[src/sv/lmb_pkg.sv]
`timescale 1ns / 1ps
// ----------------------------------------------------------------------------
// lmb_pkg
// Shared types and constants of the LED matrix BCM scanner: payload structs,
// command codes, register indexes, controller/datapath interface structs.
// ----------------------------------------------------------------------------
package lmb_pkg;

    localparam int MAX_WIDTH   = 64;
    localparam int MAX_HEIGHT  = 64;
    localparam int PLANE_COUNT = 8;

    localparam int CFG_W      = 7;
    localparam int COLOR_W    = 8;
    localparam int ROW_ADDR_W = 5;

    localparam int COL_W   = $clog2(MAX_WIDTH);
    localparam int ROW_W   = $clog2(MAX_HEIGHT);
    localparam int PAIR_W  = (MAX_HEIGHT > 2) ? $clog2(MAX_HEIGHT / 2) : 1;
    localparam int HALF_W  = $clog2(MAX_HEIGHT / 2 + 1);
    localparam int WORD_W  = $clog2(2 * MAX_WIDTH + 5);
    localparam int PLANE_W = (PLANE_COUNT > 1) ? $clog2(PLANE_COUNT) : 1;
    localparam int DWELL_W = PLANE_COUNT;

    localparam int BANK_WORDS = (2 ** ROW_W) * (2 ** COL_W);
    localparam int MEM_DEPTH  = 2 * BANK_WORDS;
    localparam int MEM_ADDR_W = $clog2(MEM_DEPTH);
    localparam int PIXEL_W    = 3 * COLOR_W;

    localparam logic [1:0] CMD_SET_PIXEL = 2'd0;
    localparam logic [1:0] CMD_SWAP      = 2'd1;
    localparam logic [1:0] CMD_TICK      = 2'd2;

    localparam logic REG_PANEL_WIDTH  = 1'b0;
    localparam logic REG_PANEL_HEIGHT = 1'b1;

    localparam logic [CFG_W-1:0] WIDTH_RESET  = CFG_W'(64);
    localparam logic [CFG_W-1:0] HEIGHT_RESET = CFG_W'(32);

    typedef struct packed {
        logic [1:0]         command;
        logic [5:0]         pixel_column;
        logic [5:0]         pixel_row;
        logic [COLOR_W-1:0] red;
        logic [COLOR_W-1:0] green;
        logic [COLOR_W-1:0] blue;
    } item_t;

    typedef struct packed {
        logic                  red_top;
        logic                  green_top;
        logic                  blue_top;
        logic                  red_bottom;
        logic                  green_bottom;
        logic                  blue_bottom;
        logic [ROW_ADDR_W-1:0] row_address;
        logic                  latch;
        logic                  output_blank;
        logic                  shift_clock;
    } result_t;

    typedef struct packed {
        logic [COLOR_W-1:0] blue;
        logic [COLOR_W-1:0] green;
        logic [COLOR_W-1:0] red;
    } rgb_t;

    typedef struct packed {
        logic clear_en;
        logic accept;
        logic load_result;
    } ctrl_cmd_t;

    typedef struct packed {
        logic clear_last;
        logic item_is_tick;
    } dp_status_t;

    function automatic logic [DWELL_W-1:0] dwell_limit(input logic [PLANE_W-1:0] plane);
        dwell_limit = DWELL_W'(1) << plane;
    endfunction

endpackage

[src/sv/lmb_ctrl.sv]
`timescale 1ns / 1ps
// ----------------------------------------------------------------------------
// lmb_ctrl
// Controller: clearing pass after reset, item acceptance, frame read wait and
// result register handshake.
// ----------------------------------------------------------------------------
module lmb_ctrl
    import lmb_pkg::*;
(
    input  logic       clk,
    input  logic       rst_n,
    input  logic       item_valid,
    output logic       item_stall,
    output logic       result_valid,
    input  logic       result_stall,
    input  dp_status_t status,
    output ctrl_cmd_t  cmd
);

    typedef enum logic [2:0] {
        S_CLEAR = 3'b001,
        S_IDLE  = 3'b010,
        S_READ  = 3'b100
    } state_t;

    state_t state_reg, state_next;
    logic   valid_reg, valid_next;

    always_comb
    begin
        cmd.clear_en    = (state_reg == S_CLEAR);
        cmd.accept      = (state_reg == S_IDLE) && item_valid;
        cmd.load_result = (state_reg == S_READ) && (!valid_reg || !result_stall);
    end

    always_comb
    begin
        state_next = state_reg;
        case (state_reg)
            S_CLEAR:
            begin
                if (status.clear_last)
                begin
                    state_next = S_IDLE;
                end
            end
            S_IDLE:
            begin
                if (cmd.accept && status.item_is_tick)
                begin
                    state_next = S_READ;
                end
            end
            S_READ:
            begin
                if (cmd.load_result)
                begin
                    state_next = S_IDLE;
                end
            end
            default:
            begin
                state_next = S_CLEAR;
            end
        endcase
    end

    always_comb
    begin
        valid_next = valid_reg;
        if (cmd.load_result)
        begin
            valid_next = 1'b1;
        end
        else if (!result_stall)
        begin
            valid_next = 1'b0;
        end
    end

    always_ff @(posedge clk or negedge rst_n)
    begin
        if (!rst_n)
        begin
            state_reg <= S_CLEAR;
            valid_reg <= 1'b0;
        end
        else
        begin
            state_reg <= state_next;
            valid_reg <= valid_next;
        end
    end

    assign item_stall   = (state_reg != S_IDLE);
    assign result_valid = valid_reg;

endmodule

[config.mk]
export PLATFORM = sky130hd
export DESIGN_NAME = lmb_ctrl
export DESIGN_NICKNAME = d
export VERILOG_FILES = /design/src/sv/lmb_pkg.sv /design/src/sv/lmb_ctrl.sv
export SDC_FILE = /design/constraint.sdc
export NUM_CORES = 1
export LEC_CHECK = 0
export BUFFER_PORTS_ARGS = -buffer_cell sky130_fd_sc_hd__clkbuf_2
export CAP_MARGIN = 20
export CORE_AREA = 2 2 39 41
export CTS_BUF_LIST = sky130_fd_sc_hd__clkbuf_8
export CTS_CLUSTER_DIAMETER = 200
export DETAILED_ROUTE_END_ITERATION = 8
export DIE_AREA = 0 0 41 43
export PLACE_DENSITY = 0.36
export SETUP_SLACK_MARGIN = 0.1
export SLEW_MARGIN = 30
export SYNTH_ARGS = -nofsm -noshare
export SYNTH_HDL_FRONTEND = slang
export SYNTH_SLANG_ARGS = --single-unit
[constraint.sdc]
create_clock -name clk -period 3.7 [get_ports clk]
set_input_delay 1.11 -clock clk [delete_from_list [all_inputs] [get_ports clk]]
set_output_delay 1.11 -clock clk [all_outputs]
set_load 0.01 [all_outputs]
Yosys cells after proc, flatten, opt, wreduce, memory -nomap -nowiden
Cells that the tools add are included.
{"block": "classes", "n_eq_ne": 8, "n_mux": 6, "reduce_logical": 7}
{"op": "$mux 3", "count": 3}
{"op": "$pmux 3 s3", "count": 1}
{"op": "$ne 2x1->1 const B", "count": 2}
{"op": "$ne 2x2->1 const B", "count": 2}
{"op": "$eq 3x1->1 const B", "count": 1}
{"op": "$eq 3x2->1 const B", "count": 1}
{"op": "$eq 3x3->1 const B", "count": 1}
{"op": "$logic_and 1x1->1", "count": 3}
{"op": "$ne 3x2->1 const B", "count": 1}
{"op": "$reduce_and 3->1", "count": 1}
{"op": "$logic_not 1->1", "count": 2}
{"op": "$mux 1", "count": 2}
{"op": "$logic_or 1x1->1", "count": 1}
{"block": "word_totals", "output_inout_bits": 5, "inputBits": 6, "elab_cells": 23, "reg_bits": 4}

Longest topological paths before layout
Gate-level depths: netlist of run 1.
{"block": "logic_depth", "ltp_word": 5, "mapped_depth": 3, "ltp_nobuf": 3}

Worst setup path before layout of run 1
Ideal clock, no wire load.
{"block": "synth_path", "path_type": "input to output", "startpoint": "in result_stall", "endpoint": "out cmd[0] (netlist bit)", "path_stages": 3, "path_slack_ns": 1.106, "arrival_time_ns": 1.484, "t_required_ns": 2.590, "path_cell_list": "nand2_1 nor3b_1 buf_4"}
{"element": "from (decl)", "line": "lmb_ctrl.sv:15", "rtl": "input logic result_stall,"}
{"element": "to (decl)", "line": "lmb_ctrl.sv:17", "rtl": "output ctrl_cmd_t cmd"}

==> flow_metrics.env, run 1 <==
export IMPL_switching_share_pct=29.30
export IMPL_ant_nets=0
export IMPL_synth_area_per_cell_um2=9.683
export IMPL_cts_made_buffers=3
export IMPL_max_freq_mhz=365.1
export IMPL_finalClockSkew_ps=5.464
export IMPL_cts_root_buf="clkbuf_8"
export IMPL_gp_congestion=0.6516
export IMPL_status="finished, final reports clean"
export IMPL_fin_total_pwr_uw=231.9
export IMPL_cts_resized=0
export IMPL_hold_violations=0
export IMPL_grt_usage_pct=6.458
export IMPL_vias=197
export IMPL_drt_first_pass_iters=1
export IMPL_internal_power_uw=164.0
export IMPL_hp_class="flip-flop to flip-flop"
export IMPL_routed_wirelength_um=435
export IMPL_grt_start_max_net_pins=8
export IMPL_drc_errors=0
export IMPL_dieArea_um2=1763
export IMPL_critical_path_max_fanout=3
export IMPL_p_leak_uw=0.0001533
export IMPL_grt_pass1_vias=181
export IMPL_synth_warnings=0
export IMPL_rows=14
export IMPL_worst_pin_slew_ps=239.7
export IMPL_end_kind="output pin"
export IMPL_drive_above_1_share_pct=44.44
export IMPL_place_area_um2=285.3
export IMPL_worst_path_max_delay_cell="nor3b_1"
export IMPL_slew_headroom_pct=83.99
export IMPL_p_sw_uw=67.95
export IMPL_tns_ps=0
export IMPL_synth_cells=23
export IMPL_die_h_um=43
export IMPL_largest_reg_flops=3
export IMPL_min_period_over_period_pct=74.03
export IMPL_instances_no_fill=52
export IMPL_post_route_min_period_ps=2739
export IMPL_cts_tree="yes"
export IMPL_slew_violations=0
export IMPL_antenna_found_initial=0
export IMPL_synth_fp_nets=29
export IMPL_ir_drop_v=0.0002183
export IMPL_dp_hpwl_um=371.9
export IMPL_crit_type="primary input to output pin"
export IMPL_yosys_cell_types_count=17
export IMPL_drt_iter0_drc=0
export IMPL_setup_viol=0
export IMPL_clock_latency_ps=220
export IMPL_pwr_share_clk_pct=39.6
export IMPL_clk_path_buf_depth=2
export IMPL_p_per_area_nw_per_um2=702.1
export IMPL_numClockSinks=4
export IMPL_path_common_cell="clkbuf_2"
export IMPL_postCtsSetupRepairBufs=0
export IMPL_fill_cells=164
export IMPL_ys_seq_elements=4
export IMPL_post_place_cells=48
export IMPL_crit_required_ps=2590
export IMPL_seqPwrFrac_pct=33.9
export IMPL_pwr_share_comb_pct=26.6
export IMPL_clkTransAtPathRegs_ps=30
export IMPL_stdcell_area_um2=330.3
export IMPL_cts_hold_buf=0
export IMPL_syn_cell_area_um2=222.7
export IMPL_grt_pass1_wl_um=690
export IMPL_ys_seq_area_share_pct=45.51
export IMPL_ios=11
export IMPL_die_w_um=41
export IMPL_cp_start_kind="primary input"
export IMPL_maxCapViolations=0
export IMPL_max_stage_delay_ps=180
export IMPL_initial_utilization_pct=16.09
export IMPL_path_cells="clkbuf_2 -> nand2_1 -> nor3b_1 -> clkbuf_2"
export IMPL_syn_to_final_growth_pct=48.31
export IMPL_wl_per_cell_um=8.365
export IMPL_diodes=0
export IMPL_rsz0062_at_grt="false"
export IMPL_port_buffers=10
export IMPL_core_area_um2=1384
export IMPL_hold_slack_ps=551.8
export IMPL_h_tree_depth=1
export IMPL_globalRouteOverflowTotal=0
export IMPL_arrival_ps=1630
export IMPL_finalNetCount=43
export IMPL_routed_via_density=3.788
==> worst max-delay path, delay by kind of cell <==
kind / cells / cell delay [ps]
buffers and inverters: 2 / 250
and+or+nand+nor: 2 / 270
==> power groups by stage <==
stage          Clock [uW]  Combinational, uW  Sequential, uW
6_report             91.8               61.6            78.5
4_1_cts              94.9               63.5            78.7
2_1_floorplan           0               43.1            74.5
3_5_place_dp            0               63.1            79.1
3_3_place_gp            0               64.0            79.3
5_1_grt              99.5               72.2            81.5
==> layout by cell type, fill, tap and decap left out <==
cell type,instances
clkbuf_2,10
clkbuf_8,3
dfrtp_1,3
nor3b_1,2
nand2_1,2
inv_1,2
a21oi_1,2
o21ai_0,2
or3b_1,1
nand2b_1,1
nor2_2,1
and2b_2,1
nand3_1,1
nand4b_1,1
a22oi_1,1
xnor2_1,1
o21a_1,1
dfstp_2,1
==> path summary, 6_finish.rpt <==
kind / slack, ps / endpoint / cells past startpoint / start
max in group asynchronous: 2800 / state_reg[0] / 1 / rst_n
min in group asynchronous: 690 / state_reg[2] / 1 / rst_n
min: 550 / state_reg[2] / 1 / state_reg[0]
min reg2reg: 550 / state_reg[2] / 1 / state_reg[0]
max: 960 / cmd[0] / 4 / result_stall
max reg2reg: 2600 / state_reg[0] / 3 / state_reg[0]
==> metrics by stage <==
| step | setup slack (ps) | utilization, % |
|---|---|---|
| after detailed placement | 958.9 | 20.61 |
| after CTS | 954.3 | 23.87 |
| after floorplan | 1106 | - |
| after global placement | 968.6 | 20.61 |
| after global routing | 925.8 | 23.87 |
| final | 961.0 | 23.87 |
==> routing by layer <==
layer	track usage, %	wire, um	share of wire (%)
met5	0	0	0
met4	8.000	0	0
met3	3.141	39	9.0
met2	7.813	212	49
met1	6.863	183	42
==> cell families after synthesis <==
| group | count (synthesis) | synth area share, % |
|---|---|---|
| flops | 4 | 45.51 |
| xor+xnor | 1 | 3.933 |
| buf+inv | 2 | 5.056 |
| simple gates | 10 | 29.78 |
| compound gates | 6 | 15.73 |
==> cell type report <==
type	instances	area, um^2	share of cell area [%]
Multi-Input combinational cell	17	110.1	33.33
Sequential cell	4	101.3	30.68
Timing Repair Buffer	10	50.05	15.15
Clock buffer	3	41.29	12.50
Tap cell	16	20.02	6.061
Clock inverter	1	3.754	1.136
Inverter	1	3.754	1.136
==> cell usage after synthesis <==
| cell type | n | share of area, % |
|---|---|---|
| nor2_2 | 1 | 2.8 |
| a22oi_1 | 1 | 3.4 |
| o21a_1 | 1 | 3.4 |
| o21ai_0 | 2 | 4.5 |
| or3b_1 | 1 | 3.9 |
| nand3_1 | 1 | 2.2 |
| and2b_2 | 1 | 3.9 |
| nand2b_1 | 1 | 2.8 |
| nand4b_1 | 1 | 3.9 |
| buf_4 | 1 | 3.4 |
| a21oi_1 | 2 | 4.5 |
| nor3b_1 | 2 | 6.7 |
| inv_1 | 1 | 1.7 |
| dfstp_2 | 1 | 12 |
| xnor2_1 | 1 | 3.9 |
| nand2_1 | 2 | 3.4 |
| dfrtp_1 | 3 | 34 |
Note: power is estimated with default switching activity, not from simulation.
==> run 2, diff against run 1 <==
ABC_AREA = 1   (was unset)
PLACE_DENSITY = 0.38   (was 0.36)
clock period = 2.7 ns   (was 3.7 ns; I/O delays follow)
==> flow_metrics.env, run 2 <==
export IMPL_status="finished, final reports clean"
export IMPL_routed_wirelength_um=485
export IMPL_largest_reg_flops=3
export IMPL_syn_cell_area_um2=236.5
export IMPL_syn_to_final_growth_pct=45.50
export IMPL_die_h_um=43
export IMPL_p_sw_uw=127.2
export IMPL_antenna_found_initial=0
export IMPL_ys_seq_area_share_pct=42.86
export IMPL_pwr_share_comb_pct=34.7
export IMPL_postCtsSetupRepairBufs=0
export IMPL_wl_per_cell_um=7.823
export IMPL_hp_class="primary input to asynchronous set/reset pin"
export IMPL_h_tree_depth=1
export IMPL_synth_top_cell_by_area="dfrtp_1"
export IMPL_ant_nets=0
export IMPL_diodes=0
export IMPL_grt_pass1_wl_um=800
export IMPL_arrival_ps=1230
export IMPL_finalNetCount=53
export IMPL_slew_violations=0
export IMPL_hold_violations=0
export IMPL_clk_path_buf_depth=2
export IMPL_grt_usage_pct=7.568
export IMPL_post_place_cells=58
export IMPL_ios=11
export IMPL_die_w_um=41
export IMPL_end_kind="output pin"
export IMPL_internal_power_uw=229.6
export IMPL_dieArea_um2=1763
export IMPL_worst_path_max_delay_cell="clkbuf_2"
export IMPL_cp_start_kind="primary input"
export IMPL_port_buffers=10
export IMPL_drt_iter0_drc=1
export IMPL_routed_via_density=3.645
export IMPL_timing_rr_end="state_reg[1]"
export IMPL_clkTransAtPathRegs_ps=30
export IMPL_min_period_over_period_pct=75.58
export IMPL_gp_congestion=0.6629
export IMPL_initial_utilization_pct=17.09
export IMPL_cts_root_buf="clkbuf_8"
export IMPL_ys_flop_type="dfrtp_1"
export IMPL_yosys_cell_types_count=12
export IMPL_path_common_cell="clkbuf_2"
export IMPL_crit_required_ps=1890
export IMPL_synth_warnings=0
export IMPL_synthTopCellsByCount="nand2_1, inv_1, dfrtp_1, nand3_1"
export IMPL_p_per_area_nw_per_um2=1037
export IMPL_seqPwrFrac_pct=29.1
export IMPL_synth_top_cell_area_share_pct=31.75
export IMPL_rsz0062_at_grt="false"
export IMPL_drc_errors=0
export IMPL_crit_type="primary input to output pin"
export IMPL_setup_viol=0
export IMPL_max_freq_mhz=490.0
export IMPL_critPathTopFamily="buffers and inverters"
export IMPL_path_cells="clkbuf_2 -> nand2_1 -> inv_1 -> nor2_1 -> clkbuf_2"
export IMPL_rrSetupSlack_ps=1670
export IMPL_cts_hold_buf=0
export IMPL_cts_tree="yes"
export IMPL_instances_no_fill=62
export IMPL_r2r_cells=5
export IMPL_switching_share_pct=35.66
export IMPL_yosysMostFrequentCell="nand2_1"
export IMPL_cts_resized=0
export IMPL_synth_area_per_cell_um2=7.166
export IMPL_tns_ps=0
export IMPL_globalRouteOverflowTotal=0
export IMPL_finalClockSkew_ps=3.676
export IMPL_grt_pass1_vias=209
export IMPL_vias=226
export IMPL_cts_made_buffers=3
export IMPL_worst_pin_slew_ps=183.3
export IMPL_synth_cells=33
export IMPL_rows=14
export IMPL_numClockSinks=4
export IMPL_ir_drop_v=0.0002566
export IMPL_slew_headroom_pct=87.78
export IMPL_post_route_min_period_ps=2041
export IMPL_grt_start_max_net_pins=5
export IMPL_path_buf_inv=3
export IMPL_drive_above_1_share_pct=43.48
export IMPL_pwr_share_clk_pct=36.2
export IMPL_core_area_um2=1384
export IMPL_ys_seq_elements=4
export IMPL_fin_total_pwr_uw=356.9
export IMPL_synthTopCellsByArea="dfrtp_1, nand2_1, dfstp_2, inv_1, nand3_1"
export IMPL_max_stage_delay_ps=130
export IMPL_clock_latency_ps=220
export IMPL_synth_edf_count=0
export IMPL_drt_first_pass_iters=2
export IMPL_final_cell_mix="nand2_1, clkbuf_2, inv_1"
export IMPL_async_flop_share_pct=100.0
export IMPL_maxCapViolations=0
export IMPL_post_route_util_pct=24.86
export IMPL_synth_fp_nets=39
export IMPL_p_leak_uw=0.0002192
export IMPL_reg2reg_from="state_reg[0]"
export IMPL_dp_hpwl_um=398.4
export IMPL_critical_path_max_fanout=2
## run 2: cell types whose count changed in the layout (fill, tap and decap cells not counted), moves of 2 or more
cell     change
nor2_1       +2
a21oi_1      -2
inv_2        +2
inv_1        +5
nand2_1      +8
o21ai_0      -2
nand3_1      +2
nor3b_1      -2
## run 2: area by class of cell
| class | instances | area (um^2) |
|---|---|---|
| multi-input combinational | 20 | 97.59 |
| fill | 160 | 1040 |
| clock buffer | 3 | 41.29 |
| inverter | 8 | 30.03 |
| clock inverter | 1 | 3.754 |
| timing repair buffer | 10 | 50.05 |
| sequential | 4 | 101.3 |
| tap | 16 | 20.02 |
## run 2: cells by family after synthesis
family                 share of synthesized area (%)
flip-flops                                     42.86
AND/OR/NAND/NOR                                37.57
buffers and inverters                          15.87
AO/OA/AOI/OAI                                  3.704
## run 2: power groups by stage
stage / logic [uW] / clock network [uW] / registers [uW]
after floorplan: 91.0 / 0 / 100
after global placement: 126 / 0 / 105
after detailed placement: 126 / 0 / 104
after CTS: 126 / 136 / 104
after global routing: 143 / 139 / 107
final: 124 / 129 / 104
## run 2: how the worst max path moves through the flow
| stage | startpoint | to | slack, ps | depth (start not counted) |
|---|---|---|---|---|
| 6_report | result_stall | cmd[0] | 660 | 5 |
| 5_1_grt | result_stall | cmd[0] | 600 | 5 |
| 4_1_cts | result_stall | cmd[0] | 650 | 5 |
| 3_5_place_dp | result_stall | cmd[0] | 650 | 5 |
| 3_3_place_gp | result_stall | cmd[0] | 660 | 5 |
| 2_1_floorplan | result_stall | cmd[0] | 770 | 4 |
## run 2: metal layers
layer | vias up | wire length, um | global-route usage [%]
met2 | 6 | 203 | 8.125
met1 | 97 | 247 | 9.150
li1 | 123 | - | -
met3 | 0 | 34 | 6.283
met5 | - | 0 | 0
met4 | 0 | 0 | 6.000
## run 2: through the flow
step | hold WS (ps) | setup slack [ps] | area, um^2
floorplan | 514.4 | 772.0 | 236.5
global placement | 488.7 | 658.9 | 299.0
detailed placement | 492.5 | 651.8 | 299.0
CTS | 387.0 | 649.2 | 344.1
global route | 390.1 | 596.5 | 344.1
finish | 390.7 | 659.2 | 344.1
==> run 3, diff against run 2 <==
clock period = 2.1 ns   (was 2.7 ns; I/O delays follow)
==> flow_metrics.env, run 3 (same netlist as run 2, synthesis figures left out) <==
export IMPL_grt_start_max_net_pins=5
export IMPL_diodes=0
export IMPL_pwr_share_clk_pct=36.2
export IMPL_numClockSinks=4
export IMPL_h_tree_depth=1
export IMPL_internal_power_uw=295.1
export IMPL_drive_above_1_share_pct=43.48
export IMPL_dieArea_um2=1763
export IMPL_ir_drop_v=0.0003858
export IMPL_largest_reg_flops=3
export IMPL_post_route_min_period_ps=1704
export IMPL_die_h_um=43
export IMPL_r2r_cells=5
export IMPL_seqPwrFrac_pct=29.1
export IMPL_initial_utilization_pct=17.09
export IMPL_end_kind="output pin"
export IMPL_postCtsSetupRepairBufs=0
export IMPL_arrival_ps=1070
export IMPL_cp_start_kind="flip-flop"
export IMPL_finalClockSkew_ps=2.285
export IMPL_drt_iter0_drc=4
export IMPL_worst_path_stages=4
export IMPL_crit_type="flip-flop to output pin"
export IMPL_syn_to_final_growth_pct=45.50
export IMPL_rows=14
export IMPL_path_buf_inv=1
export IMPL_slew_headroom_pct=88.06
export IMPL_drt_first_pass_iters=4
export IMPL_p_leak_uw=0.0002192
export IMPL_gp_congestion=0.6885
export IMPL_worst_pin_slew_ps=179.1
export IMPL_cp_endpoint="cmd[0]"
export IMPL_critical_path_max_fanout=4
export IMPL_wl_met1_um=248
export IMPL_met2_length_um=181
export IMPL_maxCapViolations=0
export IMPL_setup_viol=0
export IMPL_route_met3_wl_um=51
export IMPL_max_freq_mhz=587.0
export IMPL_dp_hpwl_um=397.7
export IMPL_wl_per_cell_um=7.919
export IMPL_clock_latency_ps=220
export IMPL_status="finished, final reports clean"
export IMPL_finalNetCount=53
export IMPL_cts_resized=0
export IMPL_worst_path_max_delay_cell="dfrtp_1"
export IMPL_die_w_um=41
export IMPL_grt_pass1_vias=215
export IMPL_port_buffers=10
export IMPL_reg2reg_from="state_reg[0]"
export IMPL_p_sw_uw=163.2
export IMPL_fin_total_pwr_uw=458.4
export IMPL_ios=11
export IMPL_cts_root_buf="clkbuf_8"
export IMPL_rrSetupSlack_ps=1070
export IMPL_cts_hold_buf=0
export IMPL_clk_path_buf_depth=2
export IMPL_globalRouteOverflowTotal=0
export IMPL_pwr_share_comb_pct=34.7
export IMPL_crit_required_ps=1470
export IMPL_slew_violations=0
export IMPL_clkTransAtPathRegs_ps=30
export IMPL_hold_violations=0
export IMPL_grt_usage_pct=7.669
export IMPL_min_period_over_period_pct=81.12
export IMPL_hp_class="primary input to asynchronous set/reset pin"
export IMPL_cts_made_buffers=3
export IMPL_grt_pass1_wl_um=821
export IMPL_switching_share_pct=35.61
export IMPL_routed_wirelength_um=491
export IMPL_core_area_um2=1384
export IMPL_routed_via_density=3.677
export IMPL_path_cells="nor2_2 -> nand2_1 -> nor2_1 -> clkbuf_2"
export IMPL_ant_nets=0
export IMPL_startpoint="state_reg[1]"
export IMPL_vias=228
export IMPL_max_stage_delay_ps=420
export IMPL_final_cell_mix="nand2_1, clkbuf_2, inv_1"
export IMPL_top_layer="met4"
export IMPL_fill_cells=161
export IMPL_tns_ps=0
export IMPL_rsz0062_at_grt="false"
export IMPL_drc_errors=0
export IMPL_antenna_found_initial=0
export IMPL_p_per_area_nw_per_um2=1332
export IMPL_timing_rr_end="state_reg[1]"
export IMPL_cts_tree="yes"
export IMPL_critPathTopFamily="flip-flops"
run 3: how the worst min path moves through the flow:
stage / cells past startpoint / start / slack (ps) / to
floorplan: 0 / rst_n / 330 / result_valid
detailed placement: 1 / rst_n / 440 / state_reg[2]
finish: 1 / rst_n / 210 / state_reg[2]
CTS: 1 / rst_n / 210 / state_reg[2]
global placement: 1 / rst_n / 440 / state_reg[2]
global route: 1 / rst_n / 200 / state_reg[2]
run 3: power groups by stage:
stage	combinational (uW)	clock (uW)	sequential, uW
2_1_floorplan	117	0	129
3_3_place_gp	162	0	134
3_5_place_dp	162	0	134
4_1_cts	163	174	133
5_1_grt	184	183	135
6_report	159	166	133
run 3: cell type report:
type	count	area [um^2]	area share (%)
Clock buffer	3	41.29	12.00
Clock inverter	1	3.754	1.091
Inverter	8	30.03	8.727
Multi-Input combinational cell	20	97.59	28.36
Sequential cell	4	101.3	29.45
Tap cell	16	20.02	5.818
Timing Repair Buffer	10	50.05	14.55
run 3: layer usage:
layer,global-route usage [%],vias up
met3,6.283,2
met2,8.125,8
li1,-,124
met5,0,-
met1,9.477,94
met4,6.000,0
run 3: stage by stage:
stage / cell area, um^2 / instances / hold slack, ps / worst slack (ps) / util [%]
2_1_floorplan: 236.5 / 33 / 334.4 / 532.0 / -
3_3_place_gp: 299.0 / 58 / 442.9 / 418.8 / 21.61
3_5_place_dp: 299.0 / 58 / 441.2 / 409.5 / 21.61
4_1_cts: 344.1 / 62 / 206.5 / 380.3 / 24.86
5_1_grt: 344.1 / 62 / 204.4 / 308.4 / 24.86
6_report: 344.1 / 62 / 210.6 / 396.5 / 24.86
